### src/dkl_pkg.sv
package dkl_pkg;

   // default sizing
   localparam int COORD_BITS_DEF  = 4;
   localparam int MAX_ENTRIES_DEF = 1024;

   // fixed field widths of the request and response words
   localparam int COORD_W  = 4;
   localparam int KIND_W   = 2;
   localparam int KEPT_W   = 10;
   localparam int BEFORE_W = 11;
   localparam int DUPS_W   = 10;

   // request kinds
   typedef enum logic [KIND_W-1:0] {
      KIND_ADD   = 2'd0,
      KIND_FETCH = 2'd1,
      KIND_START = 2'd2
   } kind_type;

   // controller states
   typedef enum logic [2:0] {
      ST_IDLE,
      ST_ADD_RDA,
      ST_ADD_RDB,
      ST_ADD_WR,
      ST_FETCH_ADDR,
      ST_FETCH_DATA
   } state_type;

   // request word
   typedef struct packed {
      logic [KIND_W-1:0]  kind;
      logic [COORD_W-1:0] local_x;
      logic [COORD_W-1:0] local_y;
      logic [COORD_W-1:0] local_z;
   } req_type;

   // response word
   typedef struct packed {
      logic                found;
      logic [KEPT_W-1:0]   kept_position;
      logic [BEFORE_W-1:0] entries_before;
      logic [BEFORE_W-1:0] entries_after;
      logic [DUPS_W-1:0]   dup_total;
      logic                overflowed;
   } rsp_type;

   // memory strobes from the controller
   typedef struct packed {
      logic key_rd;
      logic key_wr;
      logic pos_rd;
      logic pos_wr;
   } mem_ctl_type;

endpackage

### src/dkl_ctrl.sv
module dkl_ctrl #(
   parameter int COORD_BITS  = 4,
   parameter int MAX_ENTRIES = 1024,
   parameter int KEY_W       = 3 * COORD_BITS,
   parameter int POS_W       = $clog2(MAX_ENTRIES),
   parameter int ENTRY_W     = KEY_W + 1
) (
   input  logic                  clock,
   input  logic                  reset,
   input  logic                  start,
   input  dkl_pkg::req_type      req_data,
   output logic                  busy,
   output logic                  rsp_valid,
   output dkl_pkg::rsp_type      rsp_data,
   output dkl_pkg::mem_ctl_type  ctl,
   output logic [KEY_W-1:0]      key_addr,
   output logic [POS_W-1:0]      key_wdata,
   input  logic [POS_W-1:0]      key_rdata,
   output logic [POS_W-1:0]      pos_addr,
   output logic [ENTRY_W-1:0]    pos_wdata,
   input  logic [ENTRY_W-1:0]    pos_rdata
);
   import dkl_pkg::*;

   localparam int CNT_W = $clog2(MAX_ENTRIES + 1);
   localparam logic [CNT_W-1:0] MAX_CNT = CNT_W'(MAX_ENTRIES);

   state_type         state_ff, state_in;
   logic [KEY_W-1:0]  key_ff, key_in;
   logic [CNT_W-1:0]  count_ff, count_in;
   logic [CNT_W-1:0]  dup_ff, dup_in;
   logic [CNT_W-1:0]  scan_ff, scan_in;
   logic              ovf_ff, ovf_in;
   logic              rsp_valid_ff, rsp_valid_in;
   rsp_type           rsp_ff, rsp_in;
   logic [KEY_W-1:0]  req_key;
   logic              is_dup;
   logic [CNT_W-1:0]  after_cnt;

   // key packs x:y:z, coordinate bits above COORD_BITS dropped
   assign req_key = {COORD_BITS'(req_data.local_x), COORD_BITS'(req_data.local_y),
                     COORD_BITS'(req_data.local_z)};

   // stored position is live only if it is in this batch and points back at the key
   assign is_dup = (CNT_W'(key_rdata) < count_ff) && (pos_rdata[KEY_W-1:0] == key_ff);

   assign after_cnt = count_ff - dup_ff;

   // state and counters
   always_ff @(posedge clock) begin
      if (reset) begin
         state_ff     <= ST_IDLE;
         count_ff     <= '0;
         dup_ff       <= '0;
         scan_ff      <= '0;
         ovf_ff       <= 1'b0;
         rsp_valid_ff <= 1'b0;
      end else begin
         state_ff     <= state_in;
         count_ff     <= count_in;
         dup_ff       <= dup_in;
         scan_ff      <= scan_in;
         ovf_ff       <= ovf_in;
         rsp_valid_ff <= rsp_valid_in;
      end
   end

   // payload registers
   always_ff @(posedge clock) begin
      key_ff <= key_in;
      rsp_ff <= rsp_in;
   end

   // sequencer: next state, memory strobes and response word
   always_comb begin
      state_in     = state_ff;
      key_in       = key_ff;
      count_in     = count_ff;
      dup_in       = dup_ff;
      scan_in      = scan_ff;
      ovf_in       = ovf_ff;
      rsp_valid_in = 1'b0;
      rsp_in       = rsp_ff;
      ctl          = '0;
      key_addr     = key_ff;
      key_wdata    = count_ff[POS_W-1:0];
      pos_addr     = key_rdata;
      pos_wdata    = '0;

      // counters go with every response
      rsp_in.entries_before = BEFORE_W'(count_ff);
      rsp_in.entries_after  = BEFORE_W'(after_cnt);
      rsp_in.dup_total      = DUPS_W'(dup_ff);
      rsp_in.overflowed     = ovf_ff;

      case (state_ff)
         ST_IDLE: begin
            key_addr = req_key;
            if (start) begin
               case (req_data.kind)
                  KIND_ADD: begin
                     if (count_ff == MAX_CNT) begin
                        ovf_in = 1'b1;
                     end else begin
                        ctl.key_rd = 1'b1;
                        key_in     = req_key;
                        state_in   = ST_ADD_RDA;
                     end
                  end
                  KIND_FETCH: begin
                     state_in = ST_FETCH_ADDR;
                  end
                  KIND_START: begin
                     count_in = '0;
                     dup_in   = '0;
                     scan_in  = '0;
                     ovf_in   = 1'b0;
                  end
                  default: begin
                  end
               endcase
            end
         end

         // previous position of the key is back, look it up
         ST_ADD_RDA: begin
            ctl.pos_rd = 1'b1;
            pos_addr   = key_rdata;
            state_in   = ST_ADD_RDB;
         end

         // unmark the superseded position and point the key at the new one
         ST_ADD_RDB: begin
            pos_addr   = key_rdata;
            ctl.key_wr = 1'b1;
            if (is_dup) begin
               ctl.pos_wr = 1'b1;
               pos_wdata  = {1'b0, pos_rdata[KEY_W-1:0]};
               dup_in     = dup_ff + 1'b1;
            end
            state_in = ST_ADD_WR;
         end

         // mark the new position kept
         ST_ADD_WR: begin
            pos_addr   = count_ff[POS_W-1:0];
            ctl.pos_wr = 1'b1;
            pos_wdata  = {1'b1, key_ff};
            count_in   = count_ff + 1'b1;
            state_in   = ST_IDLE;
         end

         // scan: stop at end of batch or read the next kept bit
         ST_FETCH_ADDR: begin
            pos_addr = scan_ff[POS_W-1:0];
            if (scan_ff >= count_ff) begin
               rsp_valid_in         = 1'b1;
               rsp_in.found         = 1'b0;
               rsp_in.kept_position = '0;
               state_in             = ST_IDLE;
            end else begin
               ctl.pos_rd = 1'b1;
               state_in   = ST_FETCH_DATA;
            end
         end

         ST_FETCH_DATA: begin
            scan_in = scan_ff + 1'b1;
            if (pos_rdata[KEY_W]) begin
               rsp_valid_in         = 1'b1;
               rsp_in.found         = 1'b1;
               rsp_in.kept_position = KEPT_W'(scan_ff);
               state_in             = ST_IDLE;
            end else begin
               state_in = ST_FETCH_ADDR;
            end
         end

         default: begin
            state_in = ST_IDLE;
         end
      endcase
   end

   assign busy      = (state_ff != ST_IDLE);
   assign rsp_valid = rsp_valid_ff;
   assign rsp_data  = rsp_ff;

endmodule

### config.mk
export PLATFORM = sky130hd
export DESIGN_NAME = dkl_ctrl
export DESIGN_NICKNAME = d
export VERILOG_FILES = /design/src/dkl_pkg.sv /design/src/dkl_ctrl.sv
export SDC_FILE = /design/constraint.sdc
export NUM_CORES = 1
export LEC_CHECK = 0
export ABC_AREA = 1
export BUFFER_PORTS_ARGS = -buffer_cell sky130_fd_sc_hd__buf_2
export CAP_MARGIN = 20
export CORE_MARGIN = 2
export CORE_UTILIZATION = 30
export DETAILED_ROUTE_END_ITERATION = 8
export PLACE_DENSITY = 0.57
export SLEW_MARGIN = 10
export SYNTH_ARGS = -nofsm -noshare
export SYNTH_HDL_FRONTEND = slang
export SYNTH_SLANG_ARGS = --single-unit
### constraint.sdc
create_clock -name clock -period 6 [get_ports clock]
set_input_delay 0 -clock clock [delete_from_list [all_inputs] [get_ports clock]]
set_output_delay 0 -clock clock [all_outputs]
set_load 0.01 [all_outputs]
# == Yosys cells after proc, flatten, opt, wreduce, memory -nomap -nowiden ==
# Index checks and enable logic that the tools add are counted.
# totals
register_bits,94
output_inout_bits,95
wordCells,86
# op_classes
addsub,4
n_lt_le_gt_ge,2
eq_ne,17
mux,33
bitwise_logic,1
reduce_logical,16
# ops
cell,n
$pmux 11 s2,4
$mux 11,5
$add 11x1->11 const B,3
$pmux 13 s2,1
$mux 12,2
$pmux 10 s2,1
$pmux 3 s5,1
$eq 12x12->1,1
$mux 3,4
$reduce_and 3->1,4
$reduce_and 4->1,3
$eq 11x11->1 const B,1
$ge 11x11->1,1
$lt 10x11->1,1
$sub 11x11->11,1
$mux 1,10
$ne 2x2->1 const B,5
$reduce_bool 2->1,5
$pmux 1 s2,4
$eq 3x2->1 const B,2
$eq 3x3->1 const B,2
$pmux 3 s2,1
$eq 3x1->1 const B,1
$logic_not 3->1,1
other kinds (9),9

# == Logic depth before layout (Yosys ltp) ==
# Gate-level depths: netlist of the first run.
# depth
ltp_word,5
depth_mapped,13

# == Least setup slack after synthesis of the first run ==
# No wires, ideal clock.
# synth_path
path_kind,register to register
from,register count_ff[5]
to,"register rsp_ff, in the netlist rsp_data[33], enable pin"
setup_ns,0.345
arrival_ns,1.660
required_time_ns,5.655
setup_slack_ns,3.995
stages_incl_launch_ff,10
cell_sequence,dfxtp_1 -> clkinv_1 -> ha_1 -> nand2_1 -> o21ai_0 -> nand2_1 -> and2_1 -> nand3_1 -> nand2_1 -> nand2_1
# synth_between
elab_chain_cells,3
# synth_rtl
element,line,source
"start, declared",dkl_ctrl.sv:30,"logic [CNT_W-1:0] count_ff, count_in;"
"start signal, assigned",dkl_ctrl.sv:60,count_ff <= count_in;
$ge 11x11->1,dkl_ctrl.sv:156,if (scan_ff >= count_ff) begin
$ne 2x2->1 (no source line),n/a,
$reduce_and 3->1 (no source line),n/a,
"end signal, assigned",dkl_ctrl.sv:71,rsp_ff <= rsp_in;
"end, declared",dkl_ctrl.sv:35,"rsp_type rsp_ff, rsp_in;"
# Every way passes these cells.
# A chain may end at the register's enable or synchronous reset.

# == Final worst setup path of the first run ==
# layout_path
from,register count_ff[5]
to,output port pos_wdata[10]
# layout_between
elab_chain_cells,4
# layout_rtl
element,line,source
$lt 10x11->1,dkl_ctrl.sv:45,assign is_dup = (CNT_W'(key_rdata) < count_ff) && (pos_rdata[KEY_W-1:0] == key_ff);
$logic_and 1x1->1,dkl_ctrl.sv:45,
$mux 12,dkl_ctrl.sv:136,if (is_dup) begin
$pmux 13 s2,dkl_ctrl.sv:96,case (state_ff)
"end, declared",dkl_ctrl.sv:20,"output logic [ENTRY_W-1:0] pos_wdata,"
# Every way passes these cells.

==> flow_metrics.py, run 1 <==
metrics = {
    "timing": {
        "layout_min_cycle_time_ns": 2.61,
        "slew_headroom_pct": 50.8,
        "setup_ws_ns": 3.39,
        "finalSetupViolCount": 0,
        "skew_ns": 0.0111,
        "grt_setup_unrepaired": "false",
        "fin_crit_sh_pct": 43.6,
        "fmax_mhz": 383,
        "worstMarginPinSlew_ns": 0.736,
        "fin_setup_tns_ns": 0,
        "hold_viol": 0,
        "slew_viol_final": 0,
    },
    "cells_and_area": {
        "fin_cells": 1051,
        "antenna_cells": 0,
        "nNetsFinal": 896,
        "drive_gt1_share_pct": 20.6,
        "area_growth_pct": 24.5,
    },
    "synth": {
        "syn_nets": 760,
        "syn_area_per_cell_um2": 7.63,
        "synth_common_cells": "nand2_1 (164), inv_1 (84), dfxtp_1 (71), nor2_1 (61), a21oi_1 (48)",
        "ys_async_sr_fraction_pct": 0,
        "yosysUniqueCellTypes": 45,
        "synth_edf_count": 23,
        "ys_seq_area_share_pct": 40.4,
        "netlist_area_um2": 5230,
        "yosysMostFrequentCell": "nand2_1",
        "netlist_instances": 685,
        "synthFlopType": "dfxtp_1",
        "yosys-top-cells-area": "dfxtp_1 (27%), edfxtp_1 (13%), nand2_1 (12%)",
        "ys_ff_latch": 94,
        "yosys_warnings": 0,
        "synth_top_area_share_pct": 27.2,
        "yosys.area.top_type": "dfxtp_1",
    },
    "setup_path": {
        "crit_path_start_kind": "flip-flop",
        "end_kind": "output port",
        "critPathSlowestCell": "dfxtp_1",
        "crit_top_cell": "nand2_1",
        "cp_slowest_stage_delay_ns": 0.39,
        "timing.critical_path.cells": "clkinv_1 > ha_1 > nand2_1 > a21oi_1 > nor2_1 > nand2_1 > nand2_1 > nand4_4 > o22ai_1 > buf_2",
        "required_ns": 6.00,
        "path_class": "flip-flop to output port",
        "arrival_ns": 2.61,
        "crit_buf_inv": 2,
        "crit_family": "simple AND/OR/NAND/NOR gates",
        "path_max_fanout": 26,
    },
    "power_and_ir_drop": {
        "clockPowerShare_pct": 42.0,
        "p_switching_uw": 428,
        "peakVddDrop_mv": 0.136,
        "power.total_uw": 1530,
        "power.leakage_uw": 0.00306,
        "power.share.switching_pct": 28.0,
        "intPower_uw": 1100,
        "p_per_area_nw_per_um2": 235,
        "comb_power_share_pct": 14.1,
        "seqPwrFrac_pct": 43.9,
    },
    "grt": {
        "antenna_found_initial": 0,
        "grt_max_degree": 31,
        "grt.total_usage_pct": 16.7,
        "grt_pass1_wl_um": 23900,
        "grt_pass1_vias": 4662,
        "overflow": 0,
    },
    "die": {
        "die_y_um": 136,
        "rows": 48,
        "die_area_um2": 18500,
        "die_x_um": 136,
        "core_um2": 17200,
        "io_pins": 135,
        "start_util_pct": 30.4,
    },
    "clocking": {
        "clockRootBuffer": "clkbuf_16",
        "clk_path_buf_depth": 2,
        "htree_levels": 3,
        "cts_resized": 0,
        "insertion_delay_ns": 0.36,
        "cts_made_buffers": 9,
        "cts_num_sinks": 94,
        "cts_tree": "built",
        "cts.clk_slew.worst_paths_ns": 0.07,
    },
    "route": {
        "dr.pass1.iters": 7,
        "antenna_left": 0,
        "drt_iter0_drc": 322,
        "drcViolationCount": 0,
        "via_per_inst": 4.67,
        "avgRoutedWirePerCell_um": 14.5,
        "drt-total-wl_um": 15300,
        "vias": 4905,
    },
    "job": {
        "maxCapViolations": 0,
    },
    "placed_design": {
        "gp_congestion": 0.861,
        "post-place-ws_ns": 3.54,
        "post-place-cells": 1021,
        "dpl.hpwl_um": 11700,
        "io_buffers": 134,
    },
    "min_path": {
        "hp-class": "primary input to flip-flop",
    },
    "outcome": {
        "outcome": "completed",
    },
}
[power groups by stage]
| stage | sequential (uW) | clock (uW) | combinational [uW] |
|---|---|---|---|
| final | 670 | 642 | 216 |
| after global routing | 672 | 684 | 241 |
| after CTS | 670 | 656 | 217 |
| after detailed placement | 685 | 0 | 209 |
| after global placement | 685 | 0 | 209 |
| after floorplan | 688 | 0 | 125 |
[cell usage in the layout, fill, tap and decap left out, drive strengths merged, types with 2 or more instances in the layout]
cell,synthesis,final
a21oi,48,48
and2,2,2
buf,14,135
clkbuf,9,10
clkinv,2,3
dfxtp,71,71
dlygate4sd3,0,13
edfxtp,23,23
ha,34,34
inv,89,93
nand2,167,167
nand3,40,40
nand4,11,11
nor2,65,65
nor3,24,24
nor3b,3,3
nor4,4,4
o21a,2,2
o21ai,26,26
o21bai,2,2
o221ai,9,9
o22ai,13,13
o31ai,2,2
xnor2,6,6
xor2,11,11
[cells by family after synthesis]
logic type               synth area share [%]
AO/OA/AOI/OAI                            11.9
adder cells (fa/ha/maj)                  8.52
flip-flops                               40.4
XOR/XNOR                                 2.85
AND/OR/NAND/NOR                          27.1
buffers and inverters                    9.29
[per-stage QoR]
step	hold slack, ns	area (um^2)	util, %
after floorplan	0.0691	5230	-
after global placement	0.193	6030	35.1
after detailed placement	0.194	6030	35.1
after CTS	0.0284	6500	37.8
after global routing	0.0651	6510	37.9
final	0.0425	6510	37.9
[sequential cells by signal, indices dropped and copies added (netlist names)]
| register | flops |
|---|---|
| rsp_valid | 1 |
| scan_ff | 11 |
| key_ff | 12 |
| rsp_data | 44 |
| state_ff | 3 |
| ovf_ff | 1 |
| count_ff | 11 |
| dup_ff | 11 |
[routing by layer]
metal | track usage, % | share of wire (%)
met3 | 3.77 | 6.2
met4 | 4.86 | 1.4
met1 | 22.9 | 48
met2 | 26.5 | 45
met5 | 0 | 0
[worst paths after layout]
check | endpoint | startpoint | cells after the start | slack [ns]
worst min register to register | rsp_data[0]$_DFF_P_ | ovf_ff$_SDFFE_PP0P_ | 0 | 0.40
worst max-delay path | pos_wdata[10] | count_ff[5]$_SDFFE_PP0P_ | 10 | 3.39
worst max register to register | rsp_data[39]$_SDFFCE_PN0P_ | count_ff[5]$_SDFFE_PP0P_ | 9 | 3.55
worst min-delay path | state_ff[2]$_SDFFE_PP0P_ | req_data[12] | 5 | 0.04
[tightest hold or removal path, stage by stage]
cell and delay [ns]:
buf_2 0.12, nand3_1 0.08, nand3b_1 0.08, nand2_1 0.04, inv_1 0.04
[timing repair]
action | 4_1_cts | 5_1_grt
buffers inserted | 0 | 0
hold buffers | 13 | 0
endpoints found under the hold margin | 13 | 0
[layout make-up]
class                      count  area [um^2]
clock buffer                  10          250
clock inverter                 6         83.8
fill                        1855        10700
inverter                      91          342
multi-input combinational    477         2630
sequential                    94         2110
tap                          225          282
timing repair buffer         148          808
(Power assumes the default switching activity.)
==> run 2: changes to the inputs <==
--- a/config.mk
+++ b/config.mk
@@ -11,7 +11,7 @@
 export CORE_MARGIN = 2
 export CORE_UTILIZATION = 30
 export DETAILED_ROUTE_END_ITERATION = 8
-export PLACE_DENSITY = 0.57
+export PLACE_DENSITY = 0.59
 export SLEW_MARGIN = 10
 export SYNTH_ARGS = -nofsm -noshare
 export SYNTH_HDL_FRONTEND = slang
==> constraint.sdc (replaced) <==
create_clock -name clock -period 2.3 [get_ports clock]
set_input_delay 0 -clock clock [delete_from_list [all_inputs] [get_ports clock]]
set_output_delay 0 -clock clock [all_outputs]
set_load 0.01 [all_outputs]
==> flow_metrics.py, run 2 (synthesis gave the netlist of run 1 again) <==
metrics = {
    "setup_path": {
        "end_kind": "output port",
        "r2r_start": "count_ff[6]$_SDFFE_PP0P_",
        "path_class": "flip-flop to output port",
        "arrival_ns": 2.17,
        "path_max_fanout": 7,
        "crit_start": "count_ff[6]$_SDFFE_PP0P_",
        "required_ns": 2.30,
        "crit_path_start_kind": "flip-flop",
    },
    "clocking": {
        "htree_levels": 3,
        "cts_num_sinks": 94,
        "cts_tree": "built",
        "clk_path_buf_depth": 2,
        "clockRootBuffer": "clkbuf_16",
        "cts_made_buffers": 9,
        "insertion_delay_ns": 0.35,
        "cts.clk_slew.worst_paths_ns": 0.07,
    },
    "grt": {
        "grt.total_usage_pct": 17.0,
        "overflow": 0,
        "grt_pass1_wl_um": 24200,
        "grt_pass1_vias": 4641,
        "antenna_found_initial": 0,
        "grt_max_degree": 25,
    },
    "route": {
        "dr.pass1.iters": 7,
        "avgRoutedWirePerCell_um": 14.5,
        "vias": 5072,
        "antenna_left": 0,
        "drcViolationCount": 0,
        "drt_iter0_drc": 316,
        "via_per_inst": 4.70,
        "drt-total-wl_um": 15600,
    },
    "cells_and_area": {
        "largest_reg_flops": 44,
        "antenna_cells": 0,
        "area_growth_pct": 29.8,
        "nNetsFinal": 924,
        "final_common_cell": "nand2_1",
        "final_cell_mix": "nand2_1 (162), buf_2 (134), inv_1 (81)",
        "drive_gt1_share_pct": 25.1,
        "fillerInstances": 1824,
    },
    "timing": {
        "fmax_mhz": 461,
        "slew_headroom_pct": 68.1,
        "setup_ws_ns": 0.132,
        "grt_setup_unrepaired": "false",
        "skew_ns": 0.0108,
        "hold_viol": 0,
        "slew_viol_final": 0,
        "worstMarginPinSlew_ns": 0.478,
        "layout_min_cycle_time_ns": 2.17,
        "fin_setup_tns_ns": 0,
        "fin_crit_sh_pct": 94.2,
        "finalSetupViolCount": 0,
    },
    "die": {
        "die_x_um": 136,
        "start_util_pct": 30.4,
        "die_y_um": 136,
        "io_pins": 135,
        "die_area_um2": 18500,
        "rows": 48,
        "core_um2": 17200,
    },
    "min_path": {
        "worstHoldStart": "req_data[12]",
        "hp-class": "primary input to flip-flop",
    },
    "placed_design": {
        "gp_congestion": 0.870,
        "io_buffers": 134,
        "dpl.hpwl_um": 11800,
        "post-place-ws_ns": 0.122,
    },
    "power_and_ir_drop": {
        "peakVddDrop_mv": 0.382,
        "power.leakage_uw": 0.00320,
        "p_per_area_nw_per_um2": 571,
        "power.total_uw": 3870,
    },
    "job": {
        "maxCapViolations": 0,
    },
    "outcome": {
        "outcome": "completed",
    },
}
[run 2: where the power goes]
group	total [uW]	internal [uW]	switching, uW
clock network	1520	858	664
registers	1750	1730	19.8
logic	603	227	376
[run 2: critical path, stage by stage (launching register included)]
cell     delay [ns]
dfxtp_2        0.33
inv_2          0.07
ha_1           0.31
a21o_1         0.18
nor2_1         0.12
nand2_1        0.12
nand2_4        0.14
nand4_4        0.20
o22ai_2        0.17
buf_2          0.15
[run 2: routing by layer]
metal	vias to the layer above	wire, um	track usage, %
li1	2606	-	-
met1	2270	7250	22.7
met2	172	6900	26.5
met3	24	1140	4.55
met4	0	316	6.02
met5	-	0	0
[run 2: path summary, 6_finish.rpt]
kind	end	slack (ns)	cells past startpoint
worst max-delay path	pos_wdata[8]	0.13	9
worst min-delay path	state_ff[2]$_SDFFE_PP0P_	0.04	5
worst max register to register	dup_ff[3]$_SDFFE_PP0P_	0.25	11
worst min register to register	rsp_data[0]$_DFF_P_	0.37	0
[run 2: metrics by stage]
| step | hold slack, ns | utilization, % | area [um^2] | std cells |
|---|---|---|---|---|
| finish | 0.0375 | 39.5 | 6780 | 1079 |
| global route | 0.0647 | 39.5 | 6780 | 1079 |
| CTS | 0.0197 | 39.0 | 6700 | 1077 |
| detailed placement | 0.194 | 36.1 | 6200 | 1043 |
| global placement | 0.193 | 36.1 | 6200 | 1043 |
| floorplan | 0.0691 | - | 5230 | 685 |
[run 2: cell type report]
cell class	instances	area, um^2	share of cell area [%]
flip-flops and latches	94	2120	31.2
clock buffers	13	280	4.13
repair buffers	174	1010	14.8
inverters	91	342	5.04
well taps	225	282	4.15
clock inverters	3	26.3	0.387
multi-input cells	479	2730	40.3
[run 2: timing repair]
action,CTS,global route
hold buffers,14,0
cloned,2,0
pin swaps,2,5
endpoints found under the hold margin,14,0
resized for setup,3,18
setup buffers,2,2
setup endpoints to repair,13,25
==> run 3: changes to the inputs <==
--- a/config.mk
+++ b/config.mk
@@ -8,10 +8,12 @@
 export ABC_AREA = 1
 export BUFFER_PORTS_ARGS = -buffer_cell sky130_fd_sc_hd__buf_2
 export CAP_MARGIN = 20
+export CELL_PAD_IN_SITES_DETAIL_PLACEMENT = 1
+export CELL_PAD_IN_SITES_GLOBAL_PLACEMENT = 1
 export CORE_MARGIN = 2
 export CORE_UTILIZATION = 30
 export DETAILED_ROUTE_END_ITERATION = 8
-export PLACE_DENSITY = 0.59
+export PLACE_DENSITY = 0.75
 export SLEW_MARGIN = 10
 export SYNTH_ARGS = -nofsm -noshare
 export SYNTH_HDL_FRONTEND = slang
==> flow_metrics.py, run 3 (synthesis gave the netlist of run 1 again) <==
metrics = {
    "route": {
        "dr.pass1.iters": 4,
        "vias": 5196,
        "via_per_inst": 4.82,
        "drcViolationCount": 0,
        "antenna_left": 0,
        "drt-total-wl_um": 17700,
        "drt_iter0_drc": 314,
        "avgRoutedWirePerCell_um": 16.4,
    },
    "grt": {
        "met3_usage_pct": 2.16,
        "grt_pass1_wl_um": 27600,
        "grt_use_met1_pct": 24.4,
        "grt_busiest_layer": "met2",
        "overflow": 0,
        "grt_pass1_vias": 5266,
        "grt_max_degree": 26,
        "met2_usage_pct": 33.7,
        "antenna_found_initial": 0,
        "grt.total_usage_pct": 19.4,
    },
    "setup_path": {
        "required_ns": 2.30,
        "end_kind": "output port",
        "timing.critical_path.cells": "inv_2 > ha_1 > a21o_1 > nor2_1 > nand2_1 > nand2_1 > nand4_4 > buf_6 > o22ai_1 > buf_2",
        "crit_path_start_kind": "flip-flop",
        "arrival_ns": 2.16,
        "path_class": "flip-flop to output port",
        "crit_top_cell": "nand2_1",
        "path_max_fanout": 13,
        "cp_slowest_stage_delay_ns": 0.35,
        "critPathSlowestCell": "dfxtp_1",
    },
    "clocking": {
        "clockRootBuffer": "clkbuf_16",
        "cts_tree": "built",
        "cts_num_sinks": 94,
        "cts_made_buffers": 9,
        "insertion_delay_ns": 0.36,
        "cts.clk_slew.worst_paths_ns": 0.07,
        "clk_path_buf_depth": 2,
        "htree_levels": 3,
    },
    "timing": {
        "fin_crit_sh_pct": 93.9,
        "grt_setup_unrepaired": "false",
        "slew_viol_final": 0,
        "fmax_mhz": 463,
        "layout_min_cycle_time_ns": 2.16,
        "hold_viol": 0,
        "fin_setup_tns_ns": 0,
        "fin_hold_ws_ns": 0.0426,
        "worstMarginPinSlew_ns": 0.563,
        "finalSetupViolCount": 0,
        "slew_headroom_pct": 62.2,
        "skew_ns": 0.0102,
    },
    "power_and_ir_drop": {
        "power.total_uw": 3850,
        "peakVddDrop_mv": 0.396,
        "comb_power_share_pct": 15.7,
        "seqPwrFrac_pct": 45.5,
        "p_switching_uw": 1120,
        "clockPowerShare_pct": 38.8,
        "power.leakage_uw": 0.00317,
        "intPower_uw": 2730,
        "power.share.switching_pct": 29.0,
        "p_per_area_nw_per_um2": 576,
    },
    "outcome": {
        "outcome": "completed",
    },
    "cells_and_area": {
        "final_cell_mix": "nand2_1 (163), buf_2 (134), inv_1 (82)",
        "drive_gt1_share_pct": 23.7,
        "regArea_um2": 2110,
        "fillerInstances": 2200,
        "final_common_cell": "nand2_1",
        "fin_util_pct": 38.9,
        "antenna_cells": 0,
        "fin_cells": 1078,
        "nNetsFinal": 923,
        "largest_reg_flops": 44,
        "area_growth_pct": 27.9,
        "multi_input_area_um2": 2640,
    },
    "min_path": {
        "hp-class": "primary input to flip-flop",
    },
    "die": {
        "io_pins": 135,
        "core_um2": 17200,
        "die_y_um": 136,
        "die_x_um": 136,
        "start_util_pct": 30.4,
        "die_area_um2": 18500,
        "rows": 48,
    },
    "placed_design": {
        "io_buffers": 134,
        "post-place-cells": 1049,
        "gp_congestion": 0.851,
        "dpl.hpwl_um": 13900,
    },
    "job": {
        "maxCapViolations": 0,
    },
}
## run 3: cell types whose count changed in the layout (fill, tap and decap cells not counted), sizes merged, moves of 2 or more
cell | previous run | this run
nand4 | 13 | 11
clkbuf | 13 | 11
buf | 160 | 162
clkinv | 4 | 2
inv | 90 | 93
## run 3: metal layers
| layer | up-vias | wire length [um] | share of wire (%) |
|---|---|---|---|
| met5 | - | 0 | 0 |
| met2 | 119 | 8590 | 49 |
| met4 | 0 | 337 | 1.9 |
| li1 | 2593 | - | - |
| met3 | 17 | 620 | 3.5 |
| met1 | 2467 | 8110 | 46 |
## run 3: final timing paths
| kind | start | to | slack [ns] | depth (start not counted) |
|---|---|---|---|---|
| worst min register to register | ovf_ff$_SDFFE_PP0P_ | rsp_data[0]$_DFF_P_ | 0.36 | 0 |
| worst max register to register | count_ff[10]$_SDFFE_PP0P_ | rsp_data[38]$_SDFFCE_PN0P_ | 0.31 | 10 |
| worst min-delay path | reset | dup_ff[1]$_SDFFE_PP0P_ | 0.04 | 4 |
| worst max-delay path | count_ff[6]$_SDFFE_PP0P_ | pos_wdata[9] | 0.14 | 10 |
## run 3: critical path: cells and delay by family, from the launching register on
kind / cells / cell delay (ns)
simple gates: 4 / 0.38
buf+inv: 3 / 0.43
compound gates: 2 / 0.33
fa+ha+maj: 1 / 0.31
flops: 1 / 0.35
## run 3: area by class of cell
cell class,instances,share of cell area (%)
clock buffers,11,3.65
clock inverters,5,0.580
inverters,91,5.15
multi-input cells,477,39.5
flip-flops and latches,94,31.6
well taps,225,4.21
repair buffers,175,15.4
## run 3: through the flow
step,cell area [um^2],worst slack (ns)
3_5_place_dp,6260,0.203
5_1_grt,6690,0.00974
6_report,6690,0.140
2_1_floorplan,5230,0.295
4_1_cts,6670,0.0294
3_3_place_gp,6260,0.299
## run 3: power by group through the flow
stage | Combinational (uW) | Sequential [uW] | Clock [uW]
floorplan | 327 | 1800 | 0
global placement | 577 | 1790 | 0
detailed placement | 585 | 1790 | 0
CTS | 605 | 1750 | 1520
global route | 668 | 1750 | 1590
finish | 605 | 1750 | 1490
## run 3: what timing repair did
item                                   in CTS  in global routing
gates resized for setup                     0                  8
endpoints found under the hold margin      13                  0
buffers inserted                            0                  0
setup endpoints to repair                   0                 26
hold buffers                               13                  0
